$ cat src/vni_pkg.sv
// ----------------------------------------------------------------------------
// Value noise interpolator package
// Shared widths, operation and mode codes, the stage enable bundle and the
// cosine weight ROM, which is built at elaboration.
// ----------------------------------------------------------------------------
package vni_pkg;

    localparam int unsigned VALUE_W  = 16;
    localparam int unsigned FRAC_W   = 8;
    localparam int unsigned INDEX_W  = 8;
    localparam int unsigned MODE_W   = 2;
    localparam int unsigned W_W      = FRAC_W + 1;
    localparam int unsigned FRAC_ONE = 1 << FRAC_W;

    localparam logic OP_WRITE  = 1'b0;
    localparam logic OP_SAMPLE = 1'b1;

    localparam logic [MODE_W-1:0] MODE_LINEAR = 2'd0;
    localparam logic [MODE_W-1:0] MODE_COSINE = 2'd1;
    localparam logic [MODE_W-1:0] MODE_SMOOTH = 2'd2;

    // Load enables of the first two pipeline stages.
    typedef struct packed {
        logic s1;
        logic s2;
    } stage_en_t;

    typedef logic [FRAC_ONE-1:0][W_W-1:0] cos_rom_t;

    localparam logic [63:0] PI_Q30 = 64'd3373259426;

    // Sine in Q30 by a truncated Taylor series, valid for 0 <= x <= pi/2.
    function automatic logic [63:0] sine_q30(input logic [63:0] x);
        logic [63:0] x2;
        logic [63:0] term;
        logic [63:0] sum;
        x2   = (x * x) >> 30;
        term = x;
        sum  = x;
        term = ((term * x2) >> 30) / 64'd6;
        sum  = sum - term;
        term = ((term * x2) >> 30) / 64'd20;
        sum  = sum + term;
        term = ((term * x2) >> 30) / 64'd42;
        sum  = sum - term;
        term = ((term * x2) >> 30) / 64'd72;
        sum  = sum + term;
        term = ((term * x2) >> 30) / 64'd110;
        sum  = sum - term;
        return sum;
    endfunction

    // Weight S/2*(1 - cos(pi*f/S)), built as S/2 + S/2*sin(pi*(f - S/2)/S).
    function automatic cos_rom_t build_cos_rom();
        cos_rom_t    rom;
        logic [63:0] half;
        logic [63:0] fv;
        logic [63:0] d;
        logic [63:0] s;
        logic [63:0] base;
        logic [63:0] part;
        logic [63:0] acc;
        half = 64'(FRAC_ONE >> 1);
        base = (half << 30) + (64'd1 << 29);
        for (int unsigned f = 0; f < FRAC_ONE; f++) begin
            fv   = 64'(f);
            d    = (fv >= half) ? fv - half : half - fv;
            s    = sine_q30((d * PI_Q30) >> FRAC_W);
            part = half * s;
            if (fv >= half) begin
                acc = base + part;
            end else begin
                acc = (part > base) ? 64'd0 : base - part;
            end
            rom[f[FRAC_W-1:0]] = W_W'(acc >> 30);
        end
        return rom;
    endfunction

    localparam cos_rom_t COS_ROM = build_cos_rom();

endpackage

$ cat src/vni_weight.sv
// ----------------------------------------------------------------------------
// Interpolation weight unit
// Two registered stages: the fraction and its square, then the weight in
// the shape selected by the mode register (linear, cosine ROM, smoothstep).
// ----------------------------------------------------------------------------
module vni_weight (
    input  logic                            aclk,
    input  vni_pkg::stage_en_t              en,
    input  logic [vni_pkg::FRAC_W-1:0]      fraction,
    input  logic [vni_pkg::MODE_W-1:0]      interp_mode,
    output logic [vni_pkg::W_W-1:0]         weight
);

    localparam int unsigned SQ_W     = 2 * vni_pkg::FRAC_W;
    localparam int unsigned FAC_W    = vni_pkg::FRAC_W + 2;
    localparam int unsigned SMOOTH_W = SQ_W + FAC_W + 1;
    localparam int unsigned HALF_SQ  = (vni_pkg::FRAC_ONE * vni_pkg::FRAC_ONE) / 2;

    logic [vni_pkg::FRAC_W-1:0] frac_reg;
    logic [SQ_W-1:0]            sq_reg;
    logic [SQ_W-1:0]            sq_next;
    logic [FAC_W-1:0]           factor;
    logic [SMOOTH_W-1:0]        smooth_acc;
    logic [vni_pkg::W_W-1:0]    smooth_w;
    logic [vni_pkg::W_W-1:0]    w_reg;
    logic [vni_pkg::W_W-1:0]    w_next;

    assign sq_next = SQ_W'(fraction) * SQ_W'(fraction);

    // Smoothstep f*f*(3 - 2f), rounded half up.
    assign factor     = FAC_W'(3 * vni_pkg::FRAC_ONE) - FAC_W'({frac_reg, 1'b0});
    assign smooth_acc = SMOOTH_W'(sq_reg) * SMOOTH_W'(factor) + SMOOTH_W'(HALF_SQ);
    assign smooth_w   = smooth_acc[SQ_W +: vni_pkg::W_W];

    always_comb begin
        unique case (interp_mode)
            vni_pkg::MODE_COSINE: begin
                w_next = vni_pkg::COS_ROM[frac_reg];
            end
            vni_pkg::MODE_SMOOTH: begin
                w_next = smooth_w;
            end
            default: begin
                w_next = {1'b0, frac_reg};
            end
        endcase
    end

    always_ff @(posedge aclk) begin
        if (en.s1) begin
            frac_reg <= fraction;
            sq_reg   <= sq_next;
        end
        if (en.s2) begin
            w_reg <= w_next;
        end
    end

    assign weight = w_reg;

endmodule

$ cat config.mk
export PLATFORM = sky130hd
export DESIGN_NAME = vni_weight
export DESIGN_NICKNAME = d
export VERILOG_FILES = /design/src/vni_pkg.sv /design/src/vni_weight.sv
export SDC_FILE = /design/constraint.sdc
export NUM_CORES = 1
export LEC_CHECK = 0
export ABC_AREA = 1
export BUFFER_PORTS_ARGS = -buffer_cell sky130_fd_sc_hd__buf_2
export CAP_MARGIN = 20
export CELL_PAD_IN_SITES_DETAIL_PLACEMENT = 0
export CELL_PAD_IN_SITES_GLOBAL_PLACEMENT = 1
export CORE_MARGIN = 8
export CORE_UTILIZATION = 49
export DETAILED_ROUTE_END_ITERATION = 10
export PLACE_DENSITY = 0.82
export SLEW_MARGIN = 0
export SYNTH_ARGS = -nofsm -noshare
export SYNTH_HDL_FRONTEND = slang
export SYNTH_SLANG_ARGS = --single-unit
$ cat constraint.sdc
create_clock -name aclk -period 6.6 [get_ports aclk]
set_clock_uncertainty 0.05 [all_clocks]
set_input_delay 0.33 -clock aclk [delete_from_list [all_inputs] [get_ports aclk]]
set_output_delay 0.33 -clock aclk [all_outputs]
set_load 0.05 [all_outputs]
==> results.py <==
metrics = {
    "place": {
        "io_buffers": 21,
        "place_ws_ps": 503,
        "place_hpwl_um": 20000,
        "dp.cells": 1554,
        "place.gp.congestion": 0.906,
    },
    "sta": {
        "timing.final.crit_share_pct": 93.2,
        "slew_headroom_pct": 27.8,
        "slew_violations": 0,
        "setup-tns-final_ps": 0,
        "worstMarginPinSlew_ps": 1080,
        "rsz0062_at_grt": "false",
        "clock.fmax_mhz": 163,
        "hold_viol": 0,
        "setup-violations-final": 0,
        "setup_ws_ps": 449,
        "period_needed_ps": 6150,
    },
    "cells_and_area": {
        "fin_cells": 1562,
        "final_cell_mix": "nand2_1 (352), inv_1 (246), fa_1 (119), nor2_1 (113), ha_1 (100)",
        "mostFrequentLayoutCell": "nand2_1",
        "synthToLayoutAreaGrowth_pct": 3.93,
        "n_fill_cell": 1939,
        "n_antenna_cell": 0,
        "drive_gt1_share_pct": 6.32,
        "fin_nets": 1528,
    },
    "floorplan": {
        "row_count": 51,
        "io_pins": 22,
        "dieArea_um2": 24000,
        "coreArea_um2": 19200,
        "initial_core_util_pct": 49.3,
        "die_x_um": 155,
        "die_y_um": 155,
    },
    "synth": {
        "syn_area_um2": 9470,
        "yosysSeqAreaShare_pct": 11.7,
        "synth_cells": 1296,
        "synth-seq-cells": 40,
        "synth_cell_types": 45,
        "synth_area_per_cell_um2": 7.30,
        "yosys_warnings": 0,
    },
    "hold_path": {
        "hp-start": "fraction[0]",
        "holdPathEnd": "frac_reg[0]$_DFFE_PP_",
        "min_path_cells": 1,
        "hold_path.class": "input pin to flop",
    },
    "clock_tree": {
        "cts_tree": "yes",
        "htree_levels": 2,
        "clk_latency_ps": 280,
        "ctsRootBufferMaster": "clkbuf_16",
        "numCtsBuffers": 5,
        "clock-sinks": 40,
        "clk_pin_slew_ps": 60,
        "post_cts.repair.setup_buffers": 0,
        "clk_path_buf_depth": 2,
        "cts_resized": 0,
        "hold_buffers": 0,
    },
    "route": {
        "via_count": 8162,
        "drtIter0Drc": 513,
        "drt-total-wl_um": 24600,
        "drc_errors": 0,
        "ant_nets": 0,
        "via_per_inst": 5.23,
        "drt-pass1-iter-count": 5,
        "route.detailed.wl_per_inst_um": 15.8,
    },
    "grt": {
        "grt.overflow.total": 0,
        "grt.total_usage_pct": 21.0,
        "grt_pass1_vias": 7993,
        "grt_pass1_wl_um": 40600,
        "antenna_found_initial": 0,
        "grt_max_degree": 43,
    },
    "setup_path": {
        "path_class": "flop to flop",
        "cp.arrival_ps": 6120,
        "reg2reg_from": "frac_reg[0]$_DFFE_PP_",
        "rr_worst_depth": 25,
        "crit_fanout": 9,
        "r2r-end": "weight[8]$_DFFE_PP_",
        "cp-end-kind": "flop",
        "cp-start-kind": "flop",
        "reg2reg_setup_slack_ps": 450,
        "worst_ep_required_time_ps": 6570,
    },
    "status": {
        "status": "complete, no violations",
    },
    "run": {
        "drv_cap": 0,
    },
}
==> worst max path at each step <==
stage | cells after the start | from | slack [ps] | end
after floorplan | 21 | frac_reg[0]$_DFFE_PP_ | 1300 | weight[7]$_DFFE_PP_
after global placement | 27 | frac_reg[0]$_DFFE_PP_ | 520 | weight[8]$_DFFE_PP_
after detailed placement | 25 | frac_reg[0]$_DFFE_PP_ | 500 | weight[8]$_DFFE_PP_
after CTS | 25 | frac_reg[0]$_DFFE_PP_ | 480 | weight[8]$_DFFE_PP_
after global routing | 28 | frac_reg[0]$_DFFE_PP_ | 5 | weight[8]$_DFFE_PP_
final | 25 | frac_reg[0]$_DFFE_PP_ | 450 | weight[8]$_DFFE_PP_
==> cell families (layout without fill, tap and decap cells) <==
logic type | after synthesis | in the layout | share of synthesized area, %
simple gates | 599 | 599 | 27.1
buf+inv | 291 | 287 | 13.1
fa+ha+maj | 219 | 219 | 38.4
compound gates | 126 | 126 | 7.87
flops | 40 | 40 | 11.7
xor+xnor | 19 | 19 | 1.76
other cells | 2 | 7 | 0.0793
==> synth_stat cells (all sizes together) <==
cell type | n | area, µm²
clkbuf | 9 | 33.8
o211ai | 4 | 30.0
nand4 | 5 | 31.3
o2111ai | 2 | 17.5
nand2 | 373 | 1510
conb | 2 | 7.51
a21boi | 1 | 7.51
a21o | 4 | 30.0
a22oi | 4 | 30.0
nor4 | 2 | 12.5
o21bai | 4 | 30.0
o21ai | 44 | 258
nand3 | 82 | 410
fa | 119 | 2380
dfxtp | 9 | 180
nor3 | 7 | 35.0
o21a | 3 | 30.0
a21oi | 54 | 274
ha | 100 | 1250
nand3b | 5 | 37.5
inv | 253 | 955
nor2 | 123 | 512
xnor2 | 5 | 43.8
buf | 29 | 251
edfxtp | 31 | 931
a31oi | 6 | 37.5
xor2 | 14 | 123
or2 | 2 | 12.5
==> cell type report <==
| type | instances | area (µm²) | share of cell area [%] |
|---|---|---|---|
| Multi-Input combinational cell | 970 | 7130 | 72.5 |
| Inverter | 253 | 955 | 9.70 |
| Sequential cell | 40 | 1110 | 11.3 |
| Clock buffer | 6 | 129 | 1.31 |
| Tap cell | 265 | 332 | 3.37 |
| Timing Repair Buffer | 26 | 143 | 1.45 |
| Clock inverter | 2 | 35.0 | 0.356 |
==> stage by stage <==
step | utilization [%] | cell area, µm² | hold WS, ps
3_5_place_dp | 50.4 | 9670 | 513
2_1_floorplan | - | 9480 | 379
4_1_cts | 51.2 | 9840 | 358
3_3_place_gp | 50.4 | 9670 | 510
6_report | 51.2 | 9840 | 362
5_1_grt | 51.2 | 9840 | 363
==> critical path, stage by stage (launching register included) <==
cell	delay (ps)
edfxtp_1	420
inv_4	140
ha_1	200
nand2_1	90
nor2_1	130
nand2_1	80
o21ai_0	150
nand2_1	260
inv_1	330
nand2_1	120
fa_1	520
inv_1	70
fa_1	490
fa_1	420
fa_1	540
fa_1	420
ha_1	380
nand2_1	120
nor2_1	230
nand2_1	90
inv_1	100
nand4_1	110
nand3_1	190
nand2_1	80
nand3_1	90
a21oi_1	60
==> metal layers <==
| metal | global-route usage [%] | share of wire, % |
|---|---|---|
| met1 | 27.2 | 44 |
| met2 | 36.7 | 49 |
| met3 | 1.17 | 4.2 |
| met4 | 7.00 | 2.8 |
| met5 | 0 | 0 |
Power is left out: the tool's default activity adds up to more than one toggle a clock period on the data nets, which glitch-free logic cannot reach.
